### src/rtl/adjacency_degree_stats_core_defines.svh
// assertion macros shared by the adjacency degree statistics rtl
`ifndef ADJACENCY_DEGREE_STATS_CORE_DEFINES_SVH
`define ADJACENCY_DEGREE_STATS_CORE_DEFINES_SVH

`ifndef SYNTHESIS
// property must hold on every rising clock edge outside reset
`define ADS_ASSERT(lbl, prop, msg) \
	lbl: assert property (@(posedge clk) disable iff (!arst_n) prop) else $error(msg);
// condition must never be seen outside reset
`define ADS_ASSERT_NEVER(lbl, cond, msg) \
	lbl: assert property (@(posedge clk) disable iff (!arst_n) !(cond)) else $error(msg);
`else
`define ADS_ASSERT(lbl, prop, msg)
`define ADS_ASSERT_NEVER(lbl, cond, msg)
`endif

`endif

### src/rtl/ads_pkg.sv
// types and constants of the adjacency degree statistics block
package ads_pkg;

	// default graph size
	localparam int NODES_DEF = 16;

	// fixed field widths
	localparam int NODE_W = 4;
	localparam int DEG_W  = 5;

	// operation codes carried in s_tuser
	localparam logic OP_WRITE = 1'b0;
	localparam logic OP_QUERY = 1'b1;

	// input item data, from_node in the lowest bits
	typedef struct packed {
		logic [2:0]        pad;
		logic [NODE_W-1:0] query_node;
		logic              edge_present;
		logic [NODE_W-1:0] to_node;
		logic [NODE_W-1:0] from_node;
	} in_data_t;

	// result item data, out_degree in the lowest bits
	typedef struct packed {
		logic [6:0]        pad;
		logic [DEG_W-1:0]  count_out_one;
		logic [DEG_W-1:0]  count_one_in_one_out;
		logic [NODE_W-1:0] busiest_target;
		logic              node_symmetric;
		logic [DEG_W-1:0]  in_degree;
		logic [DEG_W-1:0]  out_degree;
	} res_data_t;

endpackage

### src/rtl/adjacency_degree_stats_core.sv
// adjacency degree statistics core: matrix and degree memories with query scan
// edge write: accepted, then memory updated in the next cycle; no new item is taken meanwhile
// query: all rows scanned through S_SCAN and S_LAST, result registered in S_DONE; no new item until loaded
// query rate is set by the scan over the single read port of each memory
// new items are accepted while a finished result waits on the master side
// arst_n clears control, valid bits and output valid; matrix reads as empty
`include "adjacency_degree_stats_core_defines.svh"

module adjacency_degree_stats_core
	import ads_pkg::*;
#(
	parameter int NODES = NODES_DEF
) (
	input  logic        clk,
	input  logic        arst_n,
	input  logic        s_tvalid,
	output logic        s_tready,
	// from_node[3:0], to_node[7:4], edge_present[8], query_node[12:9], zero pad
	input  logic [15:0] s_tdata,
	// operation[0]
	input  logic        s_tuser,
	output logic        m_tvalid,
	input  logic        m_tready,
	// out_degree[4:0], in_degree[9:5], node_symmetric[10], busiest_target[14:11],
	// count_one_in_one_out[19:15], count_out_one[24:20], zero pad
	output logic [31:0] m_tdata
);

	localparam int IW = $clog2(NODES);
	localparam int DW = $clog2(NODES + 1);
	localparam int AW = NODES + DW;

	typedef enum logic [4:0] {
		S_IDLE   = 5'b00001,
		S_WR_UPD = 5'b00010,
		S_SCAN   = 5'b00100,
		S_LAST   = 5'b01000,
		S_DONE   = 5'b10000
	} state_t;

	state_t state_q;
	in_data_t din;
	logic accept;

	// latched item fields
	logic              op_q;
	logic [NODE_W-1:0] from_q;
	logic [NODE_W-1:0] to_q;
	logic              present_q;
	logic [NODE_W-1:0] query_q;
	logic              wr_range_q;

	// memories: row bits with out-degree, and in-degree
	logic [AW-1:0] adj_mem [NODES];
	logic [DW-1:0] ind_mem [NODES];
	logic [NODES-1:0] adj_vld_q, ind_vld_q;
	logic [AW-1:0] adj_rd_s1;
	logic [DW-1:0] ind_rd_s1;
	logic adj_rv_s1, ind_rv_s1;
	logic [IW-1:0] adj_raddr, ind_raddr;

	// scan control
	logic [IW-1:0] cnt_q;
	logic [IW-1:0] idx_s1;
	logic          vld_s1;

	// accumulators
	logic [IW-1:0]    best_idx_q;
	logic [DW-1:0]    best_in_q;
	logic [DW-1:0]    both_q, outone_q;
	logic [DW-1:0]    od_sel_q, id_sel_q;
	logic [NODES-1:0] row_q, col_q;

	// output register
	logic      m_tvalid_q;
	res_data_t m_tdata_q;

	// read data with invalid entries seen as empty
	logic [AW-1:0]    adj_k;
	logic [DW-1:0]    in_k;
	logic [NODES-1:0] row_k;
	logic [DW-1:0]    od_k;

	// edge update
	logic [IW-1:0]    from_idx, to_idx, q_idx;
	logic             bit_old, upd;
	logic [NODES-1:0] row_new;
	logic [DW-1:0]    od_new, in_new;

	// result assembly
	logic      q_in_range, load_out;
	res_data_t res;

	assign din      = in_data_t'(s_tdata);
	assign s_tready = (state_q == S_IDLE);
	assign accept   = s_tvalid && s_tready;
	assign m_tvalid = m_tvalid_q;
	assign m_tdata  = m_tdata_q;

	assign from_idx = IW'(from_q);
	assign to_idx   = IW'(to_q);
	assign q_idx    = IW'(query_q);

	// read addresses: write item fields at accept (row 0 for a query), scan counter afterwards
	always_comb begin
		if (state_q == S_IDLE) begin
			adj_raddr = (s_tuser == OP_QUERY) ? '0 : IW'(din.from_node);
			ind_raddr = (s_tuser == OP_QUERY) ? '0 : IW'(din.to_node);
		end else begin
			adj_raddr = cnt_q;
			ind_raddr = cnt_q;
		end
	end

	assign adj_k = adj_rv_s1 ? adj_rd_s1 : '0;
	assign in_k  = ind_rv_s1 ? ind_rd_s1 : '0;
	assign row_k = adj_k[NODES-1:0];
	assign od_k  = adj_k[AW-1:NODES];

	// edge update values
	always_comb begin
		bit_old = row_k[to_idx];
		upd     = (state_q == S_WR_UPD) && wr_range_q && (present_q != bit_old);
		row_new = row_k;
		row_new[to_idx] = present_q;
		od_new  = present_q ? od_k + DW'(1) : od_k - DW'(1);
		in_new  = present_q ? in_k + DW'(1) : in_k - DW'(1);
	end

	// memory arrays with registered reads
	always_ff @(posedge clk) begin
		if (upd) begin
			adj_mem[from_idx] <= {od_new, row_new};
			ind_mem[to_idx]   <= in_new;
		end
		adj_rd_s1 <= adj_mem[adj_raddr];
		ind_rd_s1 <= ind_mem[ind_raddr];
	end

	// result fields
	always_comb begin
		q_in_range = (32'(query_q) < NODES);
		load_out   = (state_q == S_DONE) && (!m_tvalid_q || m_tready);
		res = '0;
		res.out_degree           = q_in_range ? DEG_W'(od_sel_q) : '0;
		res.in_degree            = q_in_range ? DEG_W'(id_sel_q) : '0;
		res.node_symmetric       = q_in_range ? (row_q == col_q) : 1'b1;
		res.busiest_target       = NODE_W'(best_idx_q);
		res.count_one_in_one_out = DEG_W'(both_q);
		res.count_out_one        = DEG_W'(outone_q);
	end

	// control, valid bits and sequencing
	always_ff @(posedge clk or negedge arst_n) begin
		if (!arst_n) begin
			state_q    <= S_IDLE;
			cnt_q      <= '0;
			vld_s1     <= 1'b0;
			adj_vld_q  <= '0;
			ind_vld_q  <= '0;
			adj_rv_s1  <= 1'b0;
			ind_rv_s1  <= 1'b0;
			m_tvalid_q <= 1'b0;
		end else begin
			adj_rv_s1 <= adj_vld_q[adj_raddr];
			ind_rv_s1 <= ind_vld_q[ind_raddr];
			vld_s1    <= (accept && s_tuser == OP_QUERY) || (state_q == S_SCAN);
			if (upd) begin
				adj_vld_q[from_idx] <= 1'b1;
				ind_vld_q[to_idx]   <= 1'b1;
			end
			if (load_out) begin
				m_tvalid_q <= 1'b1;
			end else if (m_tready) begin
				m_tvalid_q <= 1'b0;
			end
			case (state_q)
				S_IDLE: begin
					if (accept) begin
						cnt_q   <= IW'(1);
						state_q <= (s_tuser == OP_QUERY) ? S_SCAN : S_WR_UPD;
					end
				end
				S_WR_UPD: begin
					state_q <= S_IDLE;
				end
				S_SCAN: begin
					if (cnt_q == IW'(NODES - 1)) begin
						state_q <= S_LAST;
					end else begin
						cnt_q <= cnt_q + IW'(1);
					end
				end
				S_LAST: begin
					state_q <= S_DONE;
				end
				S_DONE: begin
					if (load_out) begin
						state_q <= S_IDLE;
					end
				end
				default: begin
					state_q <= S_IDLE;
				end
			endcase
		end
	end

	// item capture, scan accumulation and result register
	always_ff @(posedge clk) begin
		idx_s1 <= (state_q == S_IDLE) ? '0 : cnt_q;
		if (accept) begin
			op_q       <= s_tuser;
			from_q     <= din.from_node;
			to_q       <= din.to_node;
			present_q  <= din.edge_present;
			query_q    <= din.query_node;
			wr_range_q <= (32'(din.from_node) < NODES) && (32'(din.to_node) < NODES);
			best_idx_q <= '0;
			best_in_q  <= '0;
			both_q     <= '0;
			outone_q   <= '0;
			od_sel_q   <= '0;
			id_sel_q   <= '0;
			row_q      <= '0;
			col_q      <= '0;
		end else if (vld_s1 && op_q == OP_QUERY) begin
			col_q[idx_s1] <= row_k[q_idx];
			if (idx_s1 == q_idx) begin
				row_q    <= row_k;
				od_sel_q <= od_k;
				id_sel_q <= in_k;
			end
			if (in_k > best_in_q) begin
				best_in_q  <= in_k;
				best_idx_q <= idx_s1;
			end
			if (od_k == DW'(1)) begin
				outone_q <= outone_q + DW'(1);
				if (in_k == DW'(1)) begin
					both_q <= both_q + DW'(1);
				end
			end
		end
		if (load_out) begin
			m_tdata_q <= res;
		end
	end

	// checks
	`ADS_ASSERT(a_scan_bound, (state_q == S_SCAN) |-> (32'(cnt_q) < NODES), "scan counter out of range")
	`ADS_ASSERT(a_write_no_result, (state_q == S_WR_UPD && !m_tvalid_q) |=> !m_tvalid_q, "write produced a result")
	`ADS_ASSERT(a_result_from_done, (!m_tvalid_q ##1 m_tvalid_q) |-> $past(state_q == S_DONE), "result loaded outside done")
	`ADS_ASSERT_NEVER(a_degree_overflow, upd && (32'(od_new) > NODES || 32'(in_new) > NODES), "degree counter out of range")

endmodule

### config.mk
export PLATFORM = sky130hd
export DESIGN_NAME = adjacency_degree_stats_core
export DESIGN_NICKNAME = d
export VERILOG_FILES = /design/src/rtl/ads_pkg.sv /design/src/rtl/adjacency_degree_stats_core.sv
export VERILOG_INCLUDE_DIRS = /design/src /design/src/rtl
export SDC_FILE = /design/constraint.sdc
export NUM_CORES = 1
export LEC_CHECK = 0
export ABC_AREA = 0
export BUFFER_PORTS_ARGS = -buffer_cell sky130_fd_sc_hd__buf_4
export CAP_MARGIN = 20
export CORE_MARGIN = 4
export CORE_UTILIZATION = 35
export CTS_BUF_LIST = sky130_fd_sc_hd__clkbuf_4 sky130_fd_sc_hd__clkbuf_8
export CTS_CLUSTER_DIAMETER = 120
export DETAILED_ROUTE_END_ITERATION = 8
export PLACE_DENSITY_LB_ADDON = 0.08
export RECOVER_POWER = 100
export SETUP_SLACK_MARGIN = 0.15
export SLEW_MARGIN = 10
export SYNTH_ARGS = -nofsm -noshare
export SYNTH_HDL_FRONTEND = slang
export SYNTH_SLANG_ARGS = --single-unit
### constraint.sdc
create_clock -name clk -period 4.3 [get_ports clk]
set_clock_uncertainty 0.1 [all_clocks]
set_input_delay 0.215 -clock clk [delete_from_list [all_inputs] [get_ports clk]]
set_output_delay 0.215 -clock clk [all_outputs]
set_load 0.01 [all_outputs]
# --- After elaboration in Yosys (flattened, before gate mapping) ---
# Memories as Yosys holds them, arrays and structs flattened. A register that Yosys moved wholly into a read port is not among the register bits.
# Index checks and enable logic that the tools add are counted.
totals:
  reg_bits: 149
  ram_bits: 416
  input_bits: 21
  output_inout_bits: 34
  word_cells: 119
  mem_count: 2
memory_table:
  columns: ["name", "depth", "word_bits", "rd", "rd_clocked_by_memory_dff", "wr", "line_no", "rtl"]
  rows:
  - ["adj_mem", 16, 21, 1, 1, 1, "adjacency_degree_stats_core.sv:54", "logic [AW-1:0] adj_mem [NODES];"]
  - ["ind_mem", 16, 5, 1, 1, 1, "adjacency_degree_stats_core.sv:55", "logic [DW-1:0] ind_mem [NODES];"]
classes:
  n_addsub: 7
  order_cmp: 10
  eq_ne: 15
  mux: 36
  n_bitwise: 2
  reduce_logical: 19
ops:
  columns: ["op", "count"]
  rows:
  - ["$bwmux W16", 2]
  - ["$or A16 B16 Y16", 2]
  - ["$lt A4 B5 Y1 const B", 6]
  - ["$mux W5", 6]
  - ["$mux W4", 6]
  - ["$mux W21", 1]
  - ["$add A5 B1 Y5 const B", 4]
  - ["$pmux W5 S4", 1]
  - ["$bmux W1 S4", 4]
  - ["$eq A16 B16 Y1", 1]
  - ["$eq A5 B1 Y1 const B", 3]
  - ["$demux W1 S4", 3]
  - ["$ge A4 B1 Y1 const B", 3]
  - ["$mux W1", 11]
  - ["$sub A5 B1 Y5 const B", 2]
  - ["$reduce_and A3 Y1", 3]
  - ["$logic_and A1 B1 Y1", 8]
  - ["$pmux W4 S2", 1]
  - ["$reduce_and A2 Y1", 3]
  - ["$eq A5 B2 Y1 const B", 1]
  - ["$eq A5 B3 Y1 const B", 1]
  - ["$eq A5 B4 Y1 const B", 1]
  - ["$eq A5 B5 Y1 const B", 1]
  - ["$gt A5 B5 Y1", 1]
  - ["10 further kinds", 14]

# --- Longest topological paths before layout ---
# Gate-level depths: netlist (run 1).
depth:
  word_depth: 7
  mapped_depth: 12
  mapped_depth_nobuf: 9

# --- Least setup slack after synthesis (run 1) ---
# OpenSTA, ideal clock, no wires.
synth_path:
  path_kind: "register to register"
  startpoint: "register to_q[0], in the netlist to_idx[0]"
  endpoint: "memory adj_mem[10][0] in the netlist's numbering (enable)"
  arrival_ns: 3.014
  required_ns: 3.801
  setup_slack_ns: 0.788
  stages_incl_launch_ff: 8
  period_less_slack_ns: 3.512
  cell_sequence: "edfxtp_1 -> clkbuf_1 -> mux4_2 -> a22oi_1 -> a31oi_1 -> xnor2_1 -> nand4b_1 -> nor2_1"
synth_via:
  elab_chain_len: 6
synth_rtl:
  columns: ["element", "line_no", "rtl"]
  rows:
  - ["start: declaration", "adjacency_degree_stats_core.sv:48", "logic [NODE_W-1:0] to_q;"]
  - ["start signal: assignment", "adjacency_degree_stats_core.sv:215", "to_q <= din.to_node;"]
  - ["$bmux W1 S4", "adjacency_degree_stats_core.sv:122", "bit_old = row_k[to_idx];"]
  - ["$mux W1 (not written as such)", "adjacency_degree_stats_core.sv:122", null]
  - ["$ne A1 B1 Y1", "adjacency_degree_stats_core.sv:123", "upd = (state_q == S_WR_UPD) && wr_range_q && (present_q != bit_old);"]
  - ["$logic_and A1 B1 Y1", "adjacency_degree_stats_core.sv:123", null]
  - ["$mux W1", "adjacency_degree_stats_core.sv:132", "if (upd) begin"]
  - ["$mux W1 (not written as such)", "adjacency_degree_stats_core.sv:133", "adj_mem[from_idx] <= {od_new, row_new};"]
  - ["end: declaration", "adjacency_degree_stats_core.sv:54", null]
# Every way passes these cells. The select of a mux whose other input is x is not followed.

# --- Final worst setup path (run 1) ---
layout_path:
  startpoint: "register state_q[0]"
  endpoint: "register adj_rd_s1[15] (read register of adj_mem)"
layout_via:
  elab_chain_len: 2
layout_rtl:
  columns: ["element", "line_no", "rtl"]
  rows:
  - ["start: declaration", "adjacency_degree_stats_core.sv:41", "state_t state_q;"]
  - ["start signal: assignment", "adjacency_degree_stats_core.sv:181", "state_q <= (s_tuser == OP_QUERY) ? S_SCAN : S_WR_UPD;"]
  - ["$eq A5 B1 Y1", "adjacency_degree_stats_core.sv:106", "if (state_q == S_IDLE) begin"]
  - ["$mux W4", "adjacency_degree_stats_core.sv:106", null]
  - ["end: declaration", "adjacency_degree_stats_core.sv:57", "logic [AW-1:0] adj_rd_s1;"]
# Every way passes these cells.
# A chain may end at the register's enable or synchronous reset.

==> results by group, run 1 <==
Placement
  – Total of buffers placed on input and output ports: 44
  – Cell count after placement: 2757
  – Detailed Place HPWL: 43400 um
  – Final GP Congestion: 0.816
  – Area after DPL: 26000 sq um
  – Pre-CTS setup slack: 0.828 ns

Global route
  – Largest net degree at the start of global routing: 48
  – Initial antenna violation count: 1
  – Gr usage total: 18.3%
  – Global-route wire length before repair: 102000 um
  – Global route overflow: 0
  – Vias in the first global route: 15600

Setup path
  – CP max stage delay: 0.87 ns
  – RR Startpoint: state_q[0]$_DFFE_PN1P_
  – CP startpoint kind: flip-flop
  – Worst path arrival time: 4.22 ns
  – Worst path most repeated cell: inv_1
  – Critical path's slowest cell: dfstp_1
  – Crit. End Element: flip-flop
  – FF-to-FF path depth: 8
  – Flop-to-flop setup slack: 0.55 ns
  – Worst flop-to-flop path endpoint: adj_rd_s1[15]$_DFF_P_
  – Worst path cell trace: inv_1, o21ai_4, inv_1, nor2_2, clkbuf_1, nand2_1, a221o_1, o211ai_1
  – Kind of critical path: reg -> reg
  – Worst-path fanout max: 26
  – Required time of the critical path: 4.77 ns

Synth
  – Register area share after synthesis: 68.4%
  – Synth area leader: edfxtp_1
  – Post-synth EDFFs: 455
  – Syn Inst Count: 1816
  – Post-Syn Area: 24300 sq um
  – Synth unique cells: 79
  – Share of the synthesized area in the top cell type: 56.3%
  – Post-Syn Area per Cell: 13.4 sq um
  – Yosys reg bits: 591
  – Synth area leaders: edfxtp_1 (56%), dfxtp_1 (7.5%), dfrtp_1 (4.5%), mux2i_1 (4.0%), nand2_1 (3.1%)
  – Post-synth top flop: edfxtp_1
  – Post-synth ARST share: 7.61%
  – Ys Warns: 0

Detailed routing
  – Drt drc: 0
  – First-pass iteration count of the detailed router: 5
  – Vias/cell: 5.26
  – Post-route ant nets: 0
  – Iteration-0 DRC Markers: 1227
  – Drt wl/cell: 22.9 um
  – Via count: 15600
  – Detailed Route WL: 68100 um

Die
  – Die width: 271 um
  – Total die area: 73700 sq um
  – Core area: 68700 sq um
  – Chip height: 271 um
  – Boundary Pins: 55
  – Initial Util: 35.3%
  – Row count: 96

Min path
  – WHS Path Cells: 2
  – WHS Endpoint: q_idx[1]$_DFFE_PN_
  – Worst Hold Class: in -> reg
  – Worst hold start: s_tdata[10]

Clock tree
  – TritonCTS Buffers: 102
  – TritonCTS clock tree: built
  – H-tree level count: 3
  – CTS sink cnt: 591
  – Postcts setup bufs: 0
  – Worst-path clk slew: 0.06 ns
  – Clk Tree Root Cell: clkbuf_8
  – CTS Buffer Depth: 3
  – Worst-Skew Late Latency: 0.72 ns

Final layout
  – Util after Layout: 40.9%
  – Area growth from synthesis to layout: 15.7%
  – Post-Layout Cell Count: 2972
  – Nets: 1984
  – Layout cells sized above 1: 14.7%
  – Design Area, Final: 28100 sq um

Timing
  – Post-route setup TNS: 0 ns
  – Minimum clock period: 3.75 ns
  – Hold violation total from the final report: 0
  – Worst hold slack: 0.159 ns
  – Slew Limit Fails: 122
  – Fmax: 267 MHz
  – Worst relative slew slack: -33.0%
  – RSZ-0062 raised after global routing: false
  – Worst-Margin Slew: 1.99 ns
  – Final Setup Violations: 0
  – Setup ws final: 0.550 ns
  – Final period util: 87.2%

Pwr
  – Total Power: 19.2 mW
  – VDD IR max: 0.448 mV
  – Reported leakage power: 9.82 nW
  – Pwr Density: 682 nW/um^2

Run
  – Maxcap violations: 4

Outcome
  – Failing checks: max-capacitance violations, max-slew violations
  – Status: finished with violations
==> sequential cells by signal (all words and copies together), names as in the netlist, 16 cells and up <==
register,flops
adj_rd_s1,21
row_q,16
adj_vld_q,16
adj_mem,336
m_tdata,25
col_q,16
ind_vld_q,16
ind_mem,80
==> repair_timing <==
item                      CTS  global route
resized for setup           0             0
hold endpoints to repair   68             0
hold buffers               19             0
==> placed cells by master (no fill, tap or decap), types with 39 or more instances in the layout <==
cell / instances
edfxtp_1: 455
nand2_1: 200
clkbuf_8: 115
mux2i_1: 97
dfxtp_1: 91
nand3_1: 89
clkbuf_1: 75
o21ai_0: 72
a21oi_1: 69
nor2_1: 67
clkbuf_4: 45
dfrtp_1: 44
and3_1: 42
buf_4: 39
==> how the worst max path moves through the flow <==
| stage | cells past startpoint | from | to | slack, ns |
|---|---|---|---|---|
| after global routing | 8 | state_q[0]$_DFFE_PN1P_ | adj_rd_s1[15]$_DFF_P_ | 0.31 |
| after detailed placement | 7 | state_q[4]$_DFFE_PN0P_ | ind_rd_s1[2]$_DFF_P_ | 0.83 |
| after CTS | 7 | state_q[4]$_DFFE_PN0P_ | ind_rd_s1[2]$_DFF_P_ | 0.82 |
| after global placement | 7 | state_q[4]$_DFFE_PN0P_ | ind_rd_s1[2]$_DFF_P_ | 0.88 |
| after floorplan | 7 | to_idx[0]$_DFFE_PN_ | adj_mem[10][0]$_DFFE_PP_ | 0.79 |
| final | 8 | state_q[0]$_DFFE_PN1P_ | adj_rd_s1[15]$_DFF_P_ | 0.55 |
==> layout make-up <==
class / instances / area (sq um)
well taps: 931 / 1160
clock inverters: 36 / 280
repair buffers: 144 / 945
clock buffers: 156 / 1890
fillers: 6563 / 40600
flip-flops and latches: 591 / 16600
multi-input cells: 1084 / 7080
inverters: 29 / 109
diodes: 1 / 2.50
==> cells in the mapped netlist (all sizes together), types with 4 or more instances <==
cell type and number:
a211oi 15, a21oi 71, a221o 6, a221oi 7, a22o 18, a22oi 6
a311oi 19, a31o 9, a31oi 29, a32oi 4, and2 5, and3 42
buf 48, clkbuf 70, dfrtp 44, dfxtp 91, edfxtp 455, ha 11
inv 29, mux2i 97, mux4 13, nand2 201, nand2b 11, nand3 90
nand3b 7, nand4 10, nor2 85, nor2b 14, nor3 15, nor4 7
o211ai 20, o21ai 80, o21bai 15, o221ai 32, o22ai 16, o311ai 4
o31ai 16, o41ai 6, or2 20, or4 7, xnor2 27, xor2 10
==> metal layers <==
layer	vias to the layer above	routed length, um	track usage, %
li1	7219	-	-
met1	7924	32500	26.6
met2	410	30800	28.2
met3	94	3360	3.09
met4	0	1340	5.35
met5	-	0	0
==> where the power goes <==
group	switching [mW]	total, mW	internal [mW]
Clock	2.35	5.36	3.01
Combinational	4.05	6.09	2.04
Sequential	0.541	7.71	7.16
==> worst max-delay path: cells and delay by family, from the launching register on <==
family,cells,cell delay (ns)
buffers and inverters,3,1.09
flip-flops,1,0.87
AO/OA/AOI/OAI,3,0.86
AND/OR/NAND/NOR,2,0.70
==> cells by family (layout without fill, tap and decap cells) <==
group                    count (synthesis)  count (layout)  share of synthesized area [%]
AO/OA/AOI/OAI                          391             391                           11.2
XOR/XNOR                                37              37                           1.33
adder cells (fa/ha/maj)                 11              11                          0.567
buffers and inverters                  147             365                           2.78
flip-flops                             591             591                           68.4
multiplexers                           113             113                           5.36
other                                    1               8                         0.0154
AND/OR/NAND/NOR                        525             525                           10.3
Power figures use the tool's default switching activity.
==> inputs of run 2 (changes only) <==
==> constraint.sdc (replaced) <==
create_clock -name clk -period 3.3 [get_ports clk]
set_clock_uncertainty 0.1 [all_clocks]
set_input_delay 0.165 -clock clk [delete_from_list [all_inputs] [get_ports clk]]
set_output_delay 0.165 -clock clk [all_outputs]
set_load 0.01 [all_outputs]
==> run 2 against run 1 <==
Compared with the run above: the run now ends clean; critical path depth up 1; worst hold slack worse by 0.048 ns; clock-buffer cell count up 4; utilization up 0.71 points; total power up 32%; critical path type unchanged.
==> results by group, run 2 (same netlist as run 1, synthesis figures left out) <==
Die
  – Total die area: 73700 sq um (unchanged)
  – Boundary Pins: 55 (unchanged)
  – Die width: 271 um (unchanged)
  – Core area: 68700 sq um (unchanged)
  – Initial Util: 35.3% (unchanged)
  – Row count: 96 (unchanged)
  – Chip height: 271 um (unchanged)

Final layout
  – Max FFs per register: 336 (unchanged)
  – Util after Layout: 41.6% (was 40.9%)
  – Nets: 2031 (was 1984)
  – Layout cells sized above 1: 16.3% (was 14.7%)
  – Most flop-heavy register: adj_mem (unchanged)
  – Post-Layout Cell Count: 3022 (was 2972)
  – Area growth from synthesis to layout: 17.7% (was 15.7%)
  – Design Area, Final: 28600 sq um (was 28100 sq um)
  – Most common cell after layout, fill and taps aside: edfxtp_1 (unchanged)
  – Most frequent cells in the layout: edfxtp_1 (455), nand2_1 (200), clkbuf_8 (112), mux2i_1 (97), dfxtp_1 (91) (was edfxtp_1 (455), nand2_1 (200), clkbuf_8 (115), mux2i_1 (97), dfxtp_1 (91))

Global route
  – Vias in the first global route: 15900 (was 15600)
  – Largest net degree at the start of global routing: 49 (was 48)
  – GRT met2 Usage: 30.4% (was 28.2%)
  – GRT met3 Usage: 3.98% (was 3.09%)
  – Met1 Usage GRT: 26.3% (was 26.6%)
  – Global-route wire length before repair: 105000 um (was 102000 um)
  – Global route overflow: 0 (unchanged)
  – Initial antenna violation count: 2 (was 1)
  – Gr usage total: 19.2% (was 18.3%)
  – Top Usage Layer GRT: met2 (unchanged)

Clock tree
  – Clk Tree Root Cell: clkbuf_8 (unchanged)
  – TritonCTS clock tree: built (unchanged)
  – Worst-Skew Late Latency: 0.72 ns (about the same)
  – TritonCTS Buffers: 102 (unchanged)
  – H-tree level count: 3 (unchanged)
  – CTS Buffer Depth: 3 (unchanged)
  – CTS sink cnt: 591 (unchanged)
  – Worst-path clk slew: 0.06 ns (about the same)

Detailed routing
  – First-pass iteration count of the detailed router: 5 (unchanged)
  – Drt wl/cell: 23.7 um (was 22.9 um)
  – Drt drc: 0 (unchanged)
  – Via count: 15900 (was 15600)
  – Iteration-0 DRC Markers: 1255 (was 1227)
  – Detailed Route WL: 71600 um (was 68100 um)
  – Vias/cell: 5.27 (was 5.26)
  – Post-route ant nets: 0 (unchanged)

Outcome
  – Status: completed (was finished with violations)

Setup path
  – Worst path most repeated cell: buf_4 (was inv_1)
  – Critical path's slowest cell: mux4_2 (was dfstp_1)
  – Required time of the critical path: 3.54 ns (was 4.77 ns)
  – Worst path arrival time: 3.30 ns (was 4.22 ns)
  – Worst path cell trace: mux4_2, a22oi_1, a31oi_1, xnor2_1, buf_4, nand4_1, buf_4, nor2_2, clkbuf_4 (was inv_1, o21ai_4, inv_1, nor2_2, clkbuf_1, nand2_1, a221o_1, o211ai_1)
  – Kind of critical path: reg -> reg (unchanged)
  – CP startpoint kind: flip-flop (unchanged)
  – Worst-path fanout max: 21 (was 26)
  – CP max stage delay: 0.53 ns (was 0.87 ns)
  – Crit. End Element: flip-flop (unchanged)

Run
  – Maxcap violations: 0 (was 4)

Min path
  – Worst Hold Class: in -> reg (unchanged)

Timing
  – Final Setup Violations: 0 (unchanged)
  – Fmax: 327 MHz (was 267 MHz)
  – Final period util: 92.8% (was 87.2%)
  – Hold violation total from the final report: 0 (unchanged)
  – Worst hold slack: 0.111 ns (was 0.159 ns)
  – Worst relative slew slack: 11.9% (was -33.0%)
  – RSZ-0062 raised after global routing: false (unchanged)
  – Setup ws final: 0.238 ns (was 0.550 ns)
  – Slew Limit Fails: 0 (was 122)
  – Post-route setup TNS: 0 ns (unchanged)
  – Worst-Margin Slew: 1.32 ns (was 1.99 ns)
  – Minimum clock period: 3.06 ns (was 3.75 ns)

Placement
  – Final GP Congestion: 0.799 (was 0.816)
  – Pre-CTS setup slack: 0.200 ns (was 0.828 ns)
  – Area after DPL: 26500 sq um (was 26000 sq um)
  – Cell count after placement: 2801 (was 2757)
  – Total of buffers placed on input and output ports: 44 (unchanged)
  – Detailed Place HPWL: 44500 um (was 43400 um)

Pwr
  – Total Power: 25.2 mW (was 19.2 mW)
  – Pwr Density: 882 nW/um^2 (was 682 nW/um^2)
  – Reported leakage power: 10.1 nW (was 9.82 nW)
  – VDD IR max: 0.439 mV (was 0.448 mV)
[run 2: layout make-up]
type / instances / area (sq um)
inverters: 29 / 109
fillers: 6505 / 40100
clock buffers: 160 / 1900
well taps: 931 / 1160
repair buffers: 190 / 1420
clock inverters: 34 / 268
multi-input cells: 1085 / 7100
diodes: 2 / 5.00
flip-flops and latches: 591 / 16600
[run 2: metal layers]
metal	wire, um	part of all wire [%]
met4	2390	3.3
met3	3910	5.5
met1	32400	45
met5	0	0
met2	32900	46
[run 2: path summary, 6_finish.rpt]
path | start | end | slack, ns | cells past startpoint
setup / recovery | to_idx[0]$_DFFE_PN_ | adj_mem[3][12]$_DFFE_PP_ | 0.24 | 9
hold / removal | s_tdata[8] | present_q$_DFFE_PN_ | 0.11 | 2
setup reg to reg | to_idx[0]$_DFFE_PN_ | adj_mem[3][12]$_DFFE_PP_ | 0.24 | 9
hold reg to reg | id_sel_q[3]$_SDFFE_PN0P_ | m_tdata[8]$_DFFE_PP_ | 0.33 | 0
max in group asynchronous | arst_n | m_tvalid$_DFFE_PN0P_ | 1.16 | 4
min in group asynchronous | arst_n | state_q[0]$_DFFE_PN1P_ | 0.62 | 3
[run 2: repair_timing]
action                                 in CTS  in global routing
setup endpoints to repair                   0                133
setup buffers                               0                  2
endpoints found under the hold margin      93                  0
hold buffers                               19                  0
gates resized for setup                     0                  6
[run 2: critical path, delay by kind of cell (launching register included)]
kind	cells	cell delay, ns
compound gates	2	0.39
xor+xnor	1	0.16
mux	1	0.53
buf+inv	3	0.80
flops	1	0.48
simple gates	2	0.20
[run 2: power by group]
| group | leakage, nW | internal (mW) | switching [mW] |
|---|---|---|---|
| clock | 1.16 | 3.92 | 3.06 |
| sequential | 5.49 | 9.33 | 0.710 |
| combinational | 3.41 | 2.91 | 5.27 |
